[src/design/qf3_pkg.sv]
`timescale 1ns / 1ps

package qf3_pkg;

   localparam int unsigned X_W     = 15;
   localparam int unsigned Y_W     = 16;
   localparam int unsigned VAL_W   = 64;
   localparam int unsigned T_W     = 48;
   localparam int unsigned OPB_W   = 18;
   localparam int unsigned DIFF_W  = 17;
   localparam int unsigned DMAG_W  = 46;
   localparam int unsigned REM_W   = 48;
   localparam int unsigned CNT_W   = 7;
   localparam int unsigned PC_W    = 5;
   localparam int unsigned NUM_UOPS = 20;
   localparam int unsigned FRAC_BASE = 24;
   localparam int unsigned FRAC_STEP = 8;

   // Operand A of the shared multiplier.
   typedef enum logic [2:0] {
      OPA_T   = 3'd0,
      OPA_XA  = 3'd1,
      OPA_XB  = 3'd2,
      OPA_DBA = 3'd3,
      OPA_DCA = 3'd4,
      OPA_DCB = 3'd5
   } opa_type;

   // Operand B of the shared multiplier.
   typedef enum logic [3:0] {
      OPB_XB  = 4'd0,
      OPB_XC  = 4'd1,
      OPB_Y0  = 4'd2,
      OPB_Y1  = 4'd3,
      OPB_Y2  = 4'd4,
      OPB_DBA = 4'd5,
      OPB_DCA = 4'd6,
      OPB_DCB = 4'd7,
      OPB_SBA = 4'd8,
      OPB_SCA = 4'd9,
      OPB_SCB = 4'd10
   } opb_type;

   typedef enum logic [2:0] {
      DST_T   = 3'd0,
      DST_DET = 3'd1,
      DST_N0  = 3'd2,
      DST_N1  = 3'd3,
      DST_N2  = 3'd4
   } dst_type;

   typedef enum logic [1:0] {
      ACC_SET = 2'd0,
      ACC_ADD = 2'd1,
      ACC_SUB = 2'd2,
      ACC_NEG = 2'd3
   } acc_type;

   typedef struct packed {
      opa_type a;
      opb_type b;
      dst_type dst;
      acc_type acc;
   } uop_type;

   // Micro-program for the determinant and the three numerators.
   function automatic uop_type uop_rom(input logic [PC_W-1:0] idx);
      uop_type u;
      case (idx)
         5'd0:  u = '{OPA_DBA, OPB_DCA, DST_T,   ACC_SET};
         5'd1:  u = '{OPA_T,   OPB_DCB, DST_DET, ACC_SET};
         5'd2:  u = '{OPA_XB,  OPB_XC,  DST_T,   ACC_SET};
         5'd3:  u = '{OPA_T,   OPB_DCB, DST_T,   ACC_SET};
         5'd4:  u = '{OPA_T,   OPB_Y0,  DST_N0,  ACC_SET};
         5'd5:  u = '{OPA_XA,  OPB_XC,  DST_T,   ACC_SET};
         5'd6:  u = '{OPA_T,   OPB_DCA, DST_T,   ACC_SET};
         5'd7:  u = '{OPA_T,   OPB_Y1,  DST_N0,  ACC_SUB};
         5'd8:  u = '{OPA_XA,  OPB_XB,  DST_T,   ACC_SET};
         5'd9:  u = '{OPA_T,   OPB_DBA, DST_T,   ACC_SET};
         5'd10: u = '{OPA_T,   OPB_Y2,  DST_N0,  ACC_ADD};
         5'd11: u = '{OPA_DCB, OPB_SCB, DST_T,   ACC_SET};
         5'd12: u = '{OPA_T,   OPB_Y0,  DST_N1,  ACC_NEG};
         5'd13: u = '{OPA_DCA, OPB_SCA, DST_T,   ACC_SET};
         5'd14: u = '{OPA_T,   OPB_Y1,  DST_N1,  ACC_ADD};
         5'd15: u = '{OPA_DBA, OPB_SBA, DST_T,   ACC_SET};
         5'd16: u = '{OPA_T,   OPB_Y2,  DST_N1,  ACC_SUB};
         5'd17: u = '{OPA_DCB, OPB_Y0,  DST_N2,  ACC_SET};
         5'd18: u = '{OPA_DCA, OPB_Y1,  DST_N2,  ACC_SUB};
         5'd19: u = '{OPA_DBA, OPB_Y2,  DST_N2,  ACC_ADD};
         default: u = '{OPA_T, OPB_Y0, DST_T, ACC_SET};
      endcase
      return u;
   endfunction

endpackage

[src/design/quadratic_fit_three_points.sv]
`timescale 1ns / 1ps

// Channel  | Direction | Ports                 | Contents
// req      | in        | req_tvalid/tready     | tdata: point_x, point_y
// rsp      | out       | rsp_tvalid/tready     | tdata: coef_index, coef_value; tuser: singular;
//          |           |                       | tlast: last
//
// The first two requests of a run are only stored. The third request starts a solve: twenty
// micro-operations of multiply and accumulate on the one shared multiplier, each in a multiply
// state and then an accumulate state, then for each coefficient a load, a restoring division
// of 88, 96 or 104 steps, a rounding step and an emit.
// A zero coefficient or a singular run skips the division and the rounding for it.
// Reset is synchronous and active high; it empties the run and the output register.
// A stalled result holds the sequencer in its emit step; req_tready is low during a solve.
module quadratic_fit_three_points (
   input  logic        clock,
   input  logic        reset,
   input  logic        req_tvalid,
   output logic        req_tready,
   input  logic [31:0] req_tdata,   // [14:0] point_x, [30:15] point_y, [31] zero
   output logic        rsp_tvalid,
   input  logic        rsp_tready,
   output logic [71:0] rsp_tdata,   // [1:0] coef_index, [65:2] coef_value, [71:66] zero
   output logic        rsp_tuser,   // [0] singular
   output logic        rsp_tlast
);
   import qf3_pkg::*;

   typedef enum logic [6:0] {
      ST_IDLE = 7'b0000001,
      ST_MUL  = 7'b0000010,
      ST_ACC  = 7'b0000100,
      ST_LOAD = 7'b0001000,
      ST_DIV  = 7'b0010000,
      ST_RND  = 7'b0100000,
      ST_EMIT = 7'b1000000
   } state_type;

   state_type state_ff, state_in;
   logic [1:0] count_ff, count_in;
   logic [PC_W-1:0] pc_ff, pc_in;
   logic [1:0] k_ff, k_in;
   logic [CNT_W-1:0] cnt_ff, cnt_in;
   logic rsp_valid_ff, rsp_valid_in;

   // Payload registers.
   logic [X_W-1:0] x_ff [3];
   logic [Y_W-1:0] y_ff [3];
   logic signed [VAL_W-1:0] prod_ff, prod_in;
   logic signed [T_W-1:0] t_ff, t_in;
   logic signed [VAL_W-1:0] det_ff, det_in;
   logic signed [VAL_W-1:0] num_ff [3];
   logic signed [VAL_W-1:0] num_in [3];
   logic [DMAG_W-1:0] d_ff, d_in;
   logic [VAL_W-1:0] m_ff, m_in, q_ff, q_in;
   logic [REM_W-1:0] r_ff, r_in;
   logic over_ff, over_in, neg_ff, neg_in, zero_ff, zero_in;
   logic [1:0] rsp_index_ff, rsp_index_in;
   logic [VAL_W-1:0] rsp_value_ff, rsp_value_in;
   logic rsp_singular_ff, rsp_singular_in, rsp_last_ff, rsp_last_in;

   logic req_take;
   logic slot_free;
   uop_type uop;
   logic signed [DIFF_W-1:0] dba, dca, dcb;
   logic [DIFF_W-1:0] sba, sca, scb;
   logic signed [T_W-1:0] opa_val;
   logic signed [OPB_W-1:0] opb_val;
   logic signed [T_W+OPB_W-1:0] product;
   logic signed [VAL_W-1:0] acc_cur, acc_new, num_sel;
   logic [VAL_W-1:0] det_abs, num_abs, limit, q_sat;
   logic [REM_W-1:0] rem_shift;
   logic rem_ge;
   logic [REM_W:0] rem_twice;

   assign req_tready = (state_ff == ST_IDLE);
   assign req_take   = req_tvalid && req_tready;
   assign slot_free  = !rsp_valid_ff || rsp_tready;

   // Differences and sums of the abscissae feed the multiplier.
   assign dba = DIFF_W'({2'b00, x_ff[1]}) - DIFF_W'({2'b00, x_ff[0]});
   assign dca = DIFF_W'({2'b00, x_ff[2]}) - DIFF_W'({2'b00, x_ff[0]});
   assign dcb = DIFF_W'({2'b00, x_ff[2]}) - DIFF_W'({2'b00, x_ff[1]});
   assign sba = DIFF_W'({2'b00, x_ff[1]}) + DIFF_W'({2'b00, x_ff[0]});
   assign sca = DIFF_W'({2'b00, x_ff[2]}) + DIFF_W'({2'b00, x_ff[0]});
   assign scb = DIFF_W'({2'b00, x_ff[2]}) + DIFF_W'({2'b00, x_ff[1]});

   assign uop = uop_rom(pc_ff);

   always_comb begin
      case (uop.a)
         OPA_T:   opa_val = t_ff;
         OPA_XA:  opa_val = T_W'({1'b0, x_ff[0]});
         OPA_XB:  opa_val = T_W'({1'b0, x_ff[1]});
         OPA_DBA: opa_val = T_W'(dba);
         OPA_DCA: opa_val = T_W'(dca);
         OPA_DCB: opa_val = T_W'(dcb);
         default: opa_val = t_ff;
      endcase
      case (uop.b)
         OPB_XB:  opb_val = OPB_W'({1'b0, x_ff[1]});
         OPB_XC:  opb_val = OPB_W'({1'b0, x_ff[2]});
         OPB_Y0:  opb_val = OPB_W'({1'b0, y_ff[0]});
         OPB_Y1:  opb_val = OPB_W'({1'b0, y_ff[1]});
         OPB_Y2:  opb_val = OPB_W'({1'b0, y_ff[2]});
         OPB_DBA: opb_val = OPB_W'(dba);
         OPB_DCA: opb_val = OPB_W'(dca);
         OPB_DCB: opb_val = OPB_W'(dcb);
         OPB_SBA: opb_val = OPB_W'({1'b0, sba});
         OPB_SCA: opb_val = OPB_W'({1'b0, sca});
         OPB_SCB: opb_val = OPB_W'({1'b0, scb});
         default: opb_val = '0;
      endcase
   end

   assign product = opa_val * opb_val;

   // Accumulation onto the numerator that the micro-operation names.
   always_comb begin
      case (uop.dst)
         DST_N0:  acc_cur = num_ff[0];
         DST_N1:  acc_cur = num_ff[1];
         DST_N2:  acc_cur = num_ff[2];
         default: acc_cur = num_ff[0];
      endcase
      case (uop.acc)
         ACC_SET: acc_new = prod_ff;
         ACC_ADD: acc_new = acc_cur + prod_ff;
         ACC_SUB: acc_new = acc_cur - prod_ff;
         ACC_NEG: acc_new = -prod_ff;
         default: acc_new = prod_ff;
      endcase
   end

   assign num_sel = num_ff[k_ff];
   assign det_abs = det_ff[VAL_W-1] ? VAL_W'(-det_ff) : VAL_W'(det_ff);
   assign num_abs = num_sel[VAL_W-1] ? VAL_W'(-num_sel) : VAL_W'(num_sel);

   // One restoring division step: bring down the next numerator bit.
   assign rem_shift = {r_ff[REM_W-2:0], m_ff[VAL_W-1]};
   assign rem_ge    = rem_shift >= REM_W'(d_ff);
   assign rem_twice = {r_ff, 1'b0};

   assign limit = neg_ff ? {1'b1, {(VAL_W-1){1'b0}}} : {1'b0, {(VAL_W-1){1'b1}}};
   assign q_sat = (over_ff || (q_ff > limit)) ? limit : q_ff;

   always_comb begin
      state_in        = state_ff;
      count_in        = count_ff;
      pc_in           = pc_ff;
      k_in            = k_ff;
      cnt_in          = cnt_ff;
      prod_in         = prod_ff;
      t_in            = t_ff;
      det_in          = det_ff;
      num_in          = num_ff;
      d_in            = d_ff;
      m_in            = m_ff;
      q_in            = q_ff;
      r_in            = r_ff;
      over_in         = over_ff;
      neg_in          = neg_ff;
      zero_in         = zero_ff;
      rsp_index_in    = rsp_index_ff;
      rsp_value_in    = rsp_value_ff;
      rsp_singular_in = rsp_singular_ff;
      rsp_last_in     = rsp_last_ff;
      rsp_valid_in    = rsp_valid_ff && !rsp_tready;
      case (state_ff)
         ST_IDLE: begin
            if (req_take) begin
               if (count_ff == 2'd2) begin
                  count_in = 2'd0;
                  pc_in    = '0;
                  state_in = ST_MUL;
               end else begin
                  count_in = count_ff + 2'd1;
               end
            end
         end
         ST_MUL: begin
            prod_in  = product[VAL_W-1:0];
            state_in = ST_ACC;
         end
         ST_ACC: begin
            case (uop.dst)
               DST_T:   t_in = prod_ff[T_W-1:0];
               DST_DET: det_in = prod_ff;
               DST_N0:  num_in[0] = acc_new;
               DST_N1:  num_in[1] = acc_new;
               DST_N2:  num_in[2] = acc_new;
               default: t_in = prod_ff[T_W-1:0];
            endcase
            if (pc_ff == PC_W'(NUM_UOPS - 1)) begin
               k_in     = 2'd0;
               state_in = ST_LOAD;
            end else begin
               pc_in    = pc_ff + PC_W'(1);
               state_in = ST_MUL;
            end
         end
         ST_LOAD: begin
            d_in    = det_abs[DMAG_W-1:0];
            m_in    = num_abs;
            neg_in  = num_sel[VAL_W-1] ^ det_ff[VAL_W-1];
            zero_in = (det_ff == '0) || (num_sel == '0);
            q_in    = '0;
            r_in    = '0;
            over_in = 1'b0;
            cnt_in  = CNT_W'(VAL_W + FRAC_BASE) + CNT_W'({k_ff, 3'b000});
            state_in = ((det_ff == '0) || (num_sel == '0)) ? ST_EMIT : ST_DIV;
         end
         ST_DIV: begin
            r_in    = rem_ge ? (rem_shift - REM_W'(d_ff)) : rem_shift;
            q_in    = {q_ff[VAL_W-2:0], rem_ge};
            over_in = over_ff | q_ff[VAL_W-1];
            m_in    = {m_ff[VAL_W-2:0], 1'b0};
            cnt_in  = cnt_ff - CNT_W'(1);
            if (cnt_ff == CNT_W'(1)) begin
               state_in = ST_RND;
            end
         end
         ST_RND: begin
            if (!over_ff && (rem_twice >= (REM_W+1)'(d_ff))) begin
               if (&q_ff) begin
                  over_in = 1'b1;
               end else begin
                  q_in = q_ff + VAL_W'(1);
               end
            end
            state_in = ST_EMIT;
         end
         ST_EMIT: begin
            if (slot_free) begin
               rsp_valid_in    = 1'b1;
               rsp_index_in    = k_ff;
               rsp_value_in    = zero_ff ? '0 : (neg_ff ? VAL_W'(-q_sat) : q_sat);
               rsp_singular_in = (d_ff == '0);
               rsp_last_in     = (k_ff == 2'd2);
               if (k_ff == 2'd2) begin
                  state_in = ST_IDLE;
               end else begin
                  k_in     = k_ff + 2'd1;
                  state_in = ST_LOAD;
               end
            end
         end
         default: state_in = ST_IDLE;
      endcase
   end

   always_ff @(posedge clock) begin
      if (reset) begin
         state_ff     <= ST_IDLE;
         count_ff     <= '0;
         pc_ff        <= '0;
         k_ff         <= '0;
         cnt_ff       <= '0;
         rsp_valid_ff <= 1'b0;
      end else begin
         state_ff     <= state_in;
         count_ff     <= count_in;
         pc_ff        <= pc_in;
         k_ff         <= k_in;
         cnt_ff       <= cnt_in;
         rsp_valid_ff <= rsp_valid_in;
      end
   end

   // Point store: written at the run position of each accepted request.
   always_ff @(posedge clock) begin
      if (req_take) begin
         x_ff[count_ff] <= req_tdata[14:0];
         y_ff[count_ff] <= req_tdata[30:15];
      end
   end

   always_ff @(posedge clock) begin
      prod_ff         <= prod_in;
      t_ff            <= t_in;
      det_ff          <= det_in;
      num_ff          <= num_in;
      d_ff            <= d_in;
      m_ff            <= m_in;
      q_ff            <= q_in;
      r_ff            <= r_in;
      over_ff         <= over_in;
      neg_ff          <= neg_in;
      zero_ff         <= zero_in;
      rsp_index_ff    <= rsp_index_in;
      rsp_value_ff    <= rsp_value_in;
      rsp_singular_ff <= rsp_singular_in;
      rsp_last_ff     <= rsp_last_in;
   end

   assign rsp_tvalid = rsp_valid_ff;
   assign rsp_tdata  = {6'b000000, rsp_value_ff, rsp_index_ff};
   assign rsp_tuser  = rsp_singular_ff;
   assign rsp_tlast  = rsp_last_ff;

   // The last mark travels with the quadratic coefficient only.
   a_last_index: assert property (@(posedge clock) disable iff (reset)
      rsp_valid_ff |-> (rsp_last_ff == (rsp_index_ff == 2'd2)))
      else $error("last mark and coefficient index disagree");

   // A singular solve yields zero coefficients.
   a_singular_zero: assert property (@(posedge clock) disable iff (reset)
      (rsp_valid_ff && rsp_singular_ff) |-> (rsp_value_ff == '0))
      else $error("singular result carries a non-zero value");

   // The run position never reaches three.
   a_count_range: assert property (@(posedge clock) disable iff (reset)
      count_ff != 2'd3)
      else $error("point count out of range");

   // A fresh solve begins at the first micro-operation.
   a_solve_start: assert property (@(posedge clock) disable iff (reset)
      (req_take && (count_ff == 2'd2)) |=> ((state_ff == ST_MUL) && (pc_ff == '0)))
      else $error("solve did not start after the third point");

endmodule

[config.mk]
export PLATFORM = sky130hd
export DESIGN_NAME = quadratic_fit_three_points
export DESIGN_NICKNAME = d
export VERILOG_FILES = /design/src/design/qf3_pkg.sv /design/src/design/quadratic_fit_three_points.sv
export SDC_FILE = /design/constraint.sdc
export NUM_CORES = 2
export LEC_CHECK = 0
export ABC_AREA = 1
export ABC_CLOCK_PERIOD_IN_PS = 10700
export BUFFER_PORTS_ARGS = -buffer_cell sky130_fd_sc_hd__buf_2
export CORE_MARGIN = 2
export CORE_UTILIZATION = 51
export DETAILED_ROUTE_END_ITERATION = 12
export MAX_ROUTING_LAYER = met4
export PLACE_DENSITY = 0.72
export SYNTH_ARGS = -nofsm -noshare
export SYNTH_HDL_FRONTEND = slang
export SYNTH_SLANG_ARGS = --single-unit
[constraint.sdc]
create_clock -name clock -period 10.7 [get_ports clock]
set_input_delay 0.535 -clock clock [delete_from_list [all_inputs] [get_ports clock]]
set_output_delay 0.535 -clock clock [all_outputs]
set_load 0.02 [all_outputs]
==> results.tsv <==
stage	metric	value	unit
routing	DRT Pass-1 Iters	7	
clocking	Sink Count	790	
setup_path	r2r setup slk	0.47	ns
synth	Avg Cell Area, Syn	8.11	um2
setup_path	critical path arrival	10.67	ns
placed_design	Port-buffer cells	104	
synth	Yosys warnings	0	
sta	relative slew slack	11.5	%
clocking	clock tree buffer depth	3	
min_path	Hold Crit Depth	1	
clocking	root buf cell	clkbuf_16	
setup_path	Crit path largest cell delay	0.61	ns
sta	count of final setup violators	0	
clocking	clock transition at the registers of the reported paths	0.06	ns
min_path	hold path startpoint	req_tdata[18]	
floorplanning	Initial Utilization	51.3	%
floorplanning	I/O Pins	112	
final_layout	area delta synth->final	8.45	%
routing	Vias per Instance	5.70	
synth	register area share after synthesis	28.3	%
routing	DR WL/cell	21.3	um
synth	largest area contributor in the netlist	edfxtp_1	
floorplanning	die width	406	um
sta	setup TNS	0	ns
placed_design	GP Congestion	1.04	
synth	#FFs+latches synth	790	
sta	Min Clock Period, post-route	10.23	ns
routing	First DRT Iteration DRCs	6878	
clocking	CTS H-tree lvls	3	
sta	RSZ-0062 raised after global routing	no	
setup_path	crit path kind	flop to flop	
synth	async set-reset flop share out of synthesis	0	%
setup_path	WP data required	11.13	ns
global_routing	largest net degree at the start of global routing	104	
synth	Post-Syn Area	82400	um2
global_routing	GR Overflow Total	0	
synth	Synth top area share	27.5	%
routing	post-detailed-route count of antenna-violating nets	0	
floorplanning	Die Height	406	um
routing	Routed Wire Length	266000	um
clocking	cts bufs inserted	91	
floorplanning	row count	147	
routing	routed vias	71300	
setup_path	worst r2r path cells	44	
global_routing	first-pass GRT wire length	411000	um
floorplanning	CORE AREA	161000	um2
setup_path	crit-path most repeated cell	fa_1	
setup_path	Crit Path Max Fanout	7	
global_routing	number of antenna violations at the first check in global routing	5	
setup_path	Crit. End Element	flop	
final_layout	fin nets	11500	
sta	Final Max Slew Viols	0	
clocking	CTS tree	done	
placed_design	Final HPWL DP	207000	um
min_path	hold worst-path end	y_ff[1][3]	
floorplanning	die area	165000	um2
setup_path	R2R Path End	prod_ff[52]	
sta	Fin Clk Skew	0.0659	ns
placed_design	area post-placement	85900	um2
synth	top_reg_cell synth	edfxtp_1	
routing	Post-route DRC	0	
sta	Hold Fails Final Rpt	0	
synth	Syn Inst Count	10200	
final_layout	layout cells sized above 1	6.65	%
final_layout	finished layout cell area	89400	um2
min_path	Worst Hold Class	primary input to flop	
global_routing	vias in the first global route	71300	
synth	count of cell types in the netlist	83	
run_status	outcome	finished clean	
setup_path	R2R Path Start	x_ff[1][0]	
synth	synth top area cells	edfxtp_1 27%, fa_1 19%, inv_1 8.9%	
setup_path	Worst path slowest cell	fa_1	
sta	final cycle utilization of the critical path	95.6	%
sta	Worst-Margin Slew	1.32	ns
global_routing	GRT Overall Usage	33.3	%
sta	Max Freq	0.0977	GHz
synth	EDFF count, synth	754	
clocking	worst skew pair latency	0.74	ns
setup_path	critical path launch point type	flop	
final_layout	fin util	55.7	%
job	total of max-cap violations	0	
layout by cell type (no fill, tap or decap), types with 20 or more instances in the layout:
| cell | n |
|---|---|
| inv_1 | 1951 |
| nand2_1 | 1861 |
| nor2_1 | 1114 |
| fa_1 | 802 |
| edfxtp_1 | 754 |
| o21ai_0 | 535 |
| a21oi_1 | 508 |
| ha_1 | 420 |
| nand3_1 | 366 |
| xor2_1 | 207 |
| buf_4 | 201 |
| nor3_1 | 107 |
| a31oi_1 | 106 |
| buf_2 | 104 |
| xnor2_1 | 98 |
| clkbuf_16 | 93 |
| nand4_1 | 91 |
| o21a_1 | 82 |
| o221ai_1 | 81 |
| o211ai_1 | 80 |
| nor4_1 | 68 |
| o21ai_1 | 66 |
| or2_2 | 64 |
| dfxtp_1 | 35 |
| o22ai_1 | 33 |
| dlygate4sd3_1 | 30 |
| clkinv_1 | 29 |
| inv_2 | 28 |
| a221oi_1 | 25 |
| nor2_4 | 21 |
| nor2_2 | 21 |
| o21bai_1 | 20 |
| a21o_1 | 20 |
registers in the layout, summed over array words and instances, names as in the netlist, 2 cells and up:
signal and count:
cnt_ff 7, count_ff 2, d_ff 46, det_ff 64
k_ff 2, m_ff 64, num_ff 192, pc_ff 5
prod_ff 64, q_ff 64, r_ff 48, rsp_index_ff 2
rsp_value_ff 64, state_ff 7, t_ff 48, uop 12
x_ff 45, y_ff 48
area by class of cell:
| cell class | instances | area, um2 |
|---|---|---|
| diodes | 4 | 10.0 |
| clock buffers | 108 | 2410 |
| clock inverters | 60 | 723 |
| fillers | 14800 | 71200 |
| inverters | 2010 | 7570 |
| multi-input cells | 7040 | 50200 |
| flip-flops and latches | 790 | 23400 |
| well taps | 2160 | 2700 |
| repair buffers | 337 | 2370 |
| repair inverters | 2 | 12.5 |
per-stage QoR:
stage / instances / hold WS [ns] / worst slack, ns
after floorplan: 10200 / 0.424 / 1.77
after global placement: 12300 / 0.465 / 0.498
after detailed placement: 12300 / 0.482 / 0.494
after CTS: 12500 / 0.0901 / 0.399
after global routing: 12500 / 0.131 / 0.00728
final: 12500 / 0.133 / 0.468
critical path, delay by kind of cell (launching register included):
family,cells,cell delay (ns)
adders and majority gates,9,4.23
AOI/OAI and AO/OA,12,2.34
and+or+nand+nor,14,1.72
buffers and inverters,8,0.95
DFF,1,0.43
xor gates and xnor gates,1,0.26
synthesized netlist by cell type (98+ instances only):
master,instances
nand2_1,1865
nand3_1,368
a31oi_1,106
xor2_1,207
clkbuf_1,226
nor3_1,110
inv_1,1961
ha_1,420
o21ai_0,536
fa_1,802
a21oi_1,509
nor2_1,1123
edfxtp_1,754
xnor2_1,98
what timing repair did:
action	4_1_cts	5_1_grt
endpoints found under the hold margin	86	0
hold buffers	30	0
resized for setup	0	14
endpoints found under the setup margin	0	15
setup buffers	0	5
routing by layer:
layer | vias to the layer above | part of all wire, % | global-route usage [%]
met2 | 3079 | 46 | 52.6
met3 | 617 | 8.4 | 4.73
met4 | 0 | 4.0 | 12.1
met1 | 34600 | 41 | 43.8
met5 | - | 0 | -
li1 | 33000 | - | -
kinds of logic (layout without fill, tap and decap cells):
kind of cell | count (synthesis) | count (layout) | share of synthesized area (%)
compound gates | 1687 | 1687 | 12.1
other cells | 1 | 10 | 0.00455
xor+xnor | 305 | 305 | 3.24
simple gates | 3817 | 3817 | 19.5
fa+ha+maj | 1222 | 1222 | 25.9
mux | 3 | 3 | 0.0364
buf+inv | 2344 | 2517 | 10.9
flops | 790 | 790 | 28.3
worst max path at each step:
stage / startpoint / endpoint / slack [ns] / cells past startpoint
after floorplan: state_ff[6] / over_ff / 1.77 / 7
after global placement: uop[8] / prod_ff[61] / 0.50 / 49
after detailed placement: uop[6] / prod_ff[60] / 0.49 / 47
after CTS: uop[8] / prod_ff[61] / 0.40 / 48
after global routing: uop[5] / prod_ff[61] / 0.007 / 50
final: x_ff[1][0] / prod_ff[52] / 0.47 / 44
Power is not shown: default switching activity piles up to over one toggle a cycle in this logic, so the estimate is an artifact.
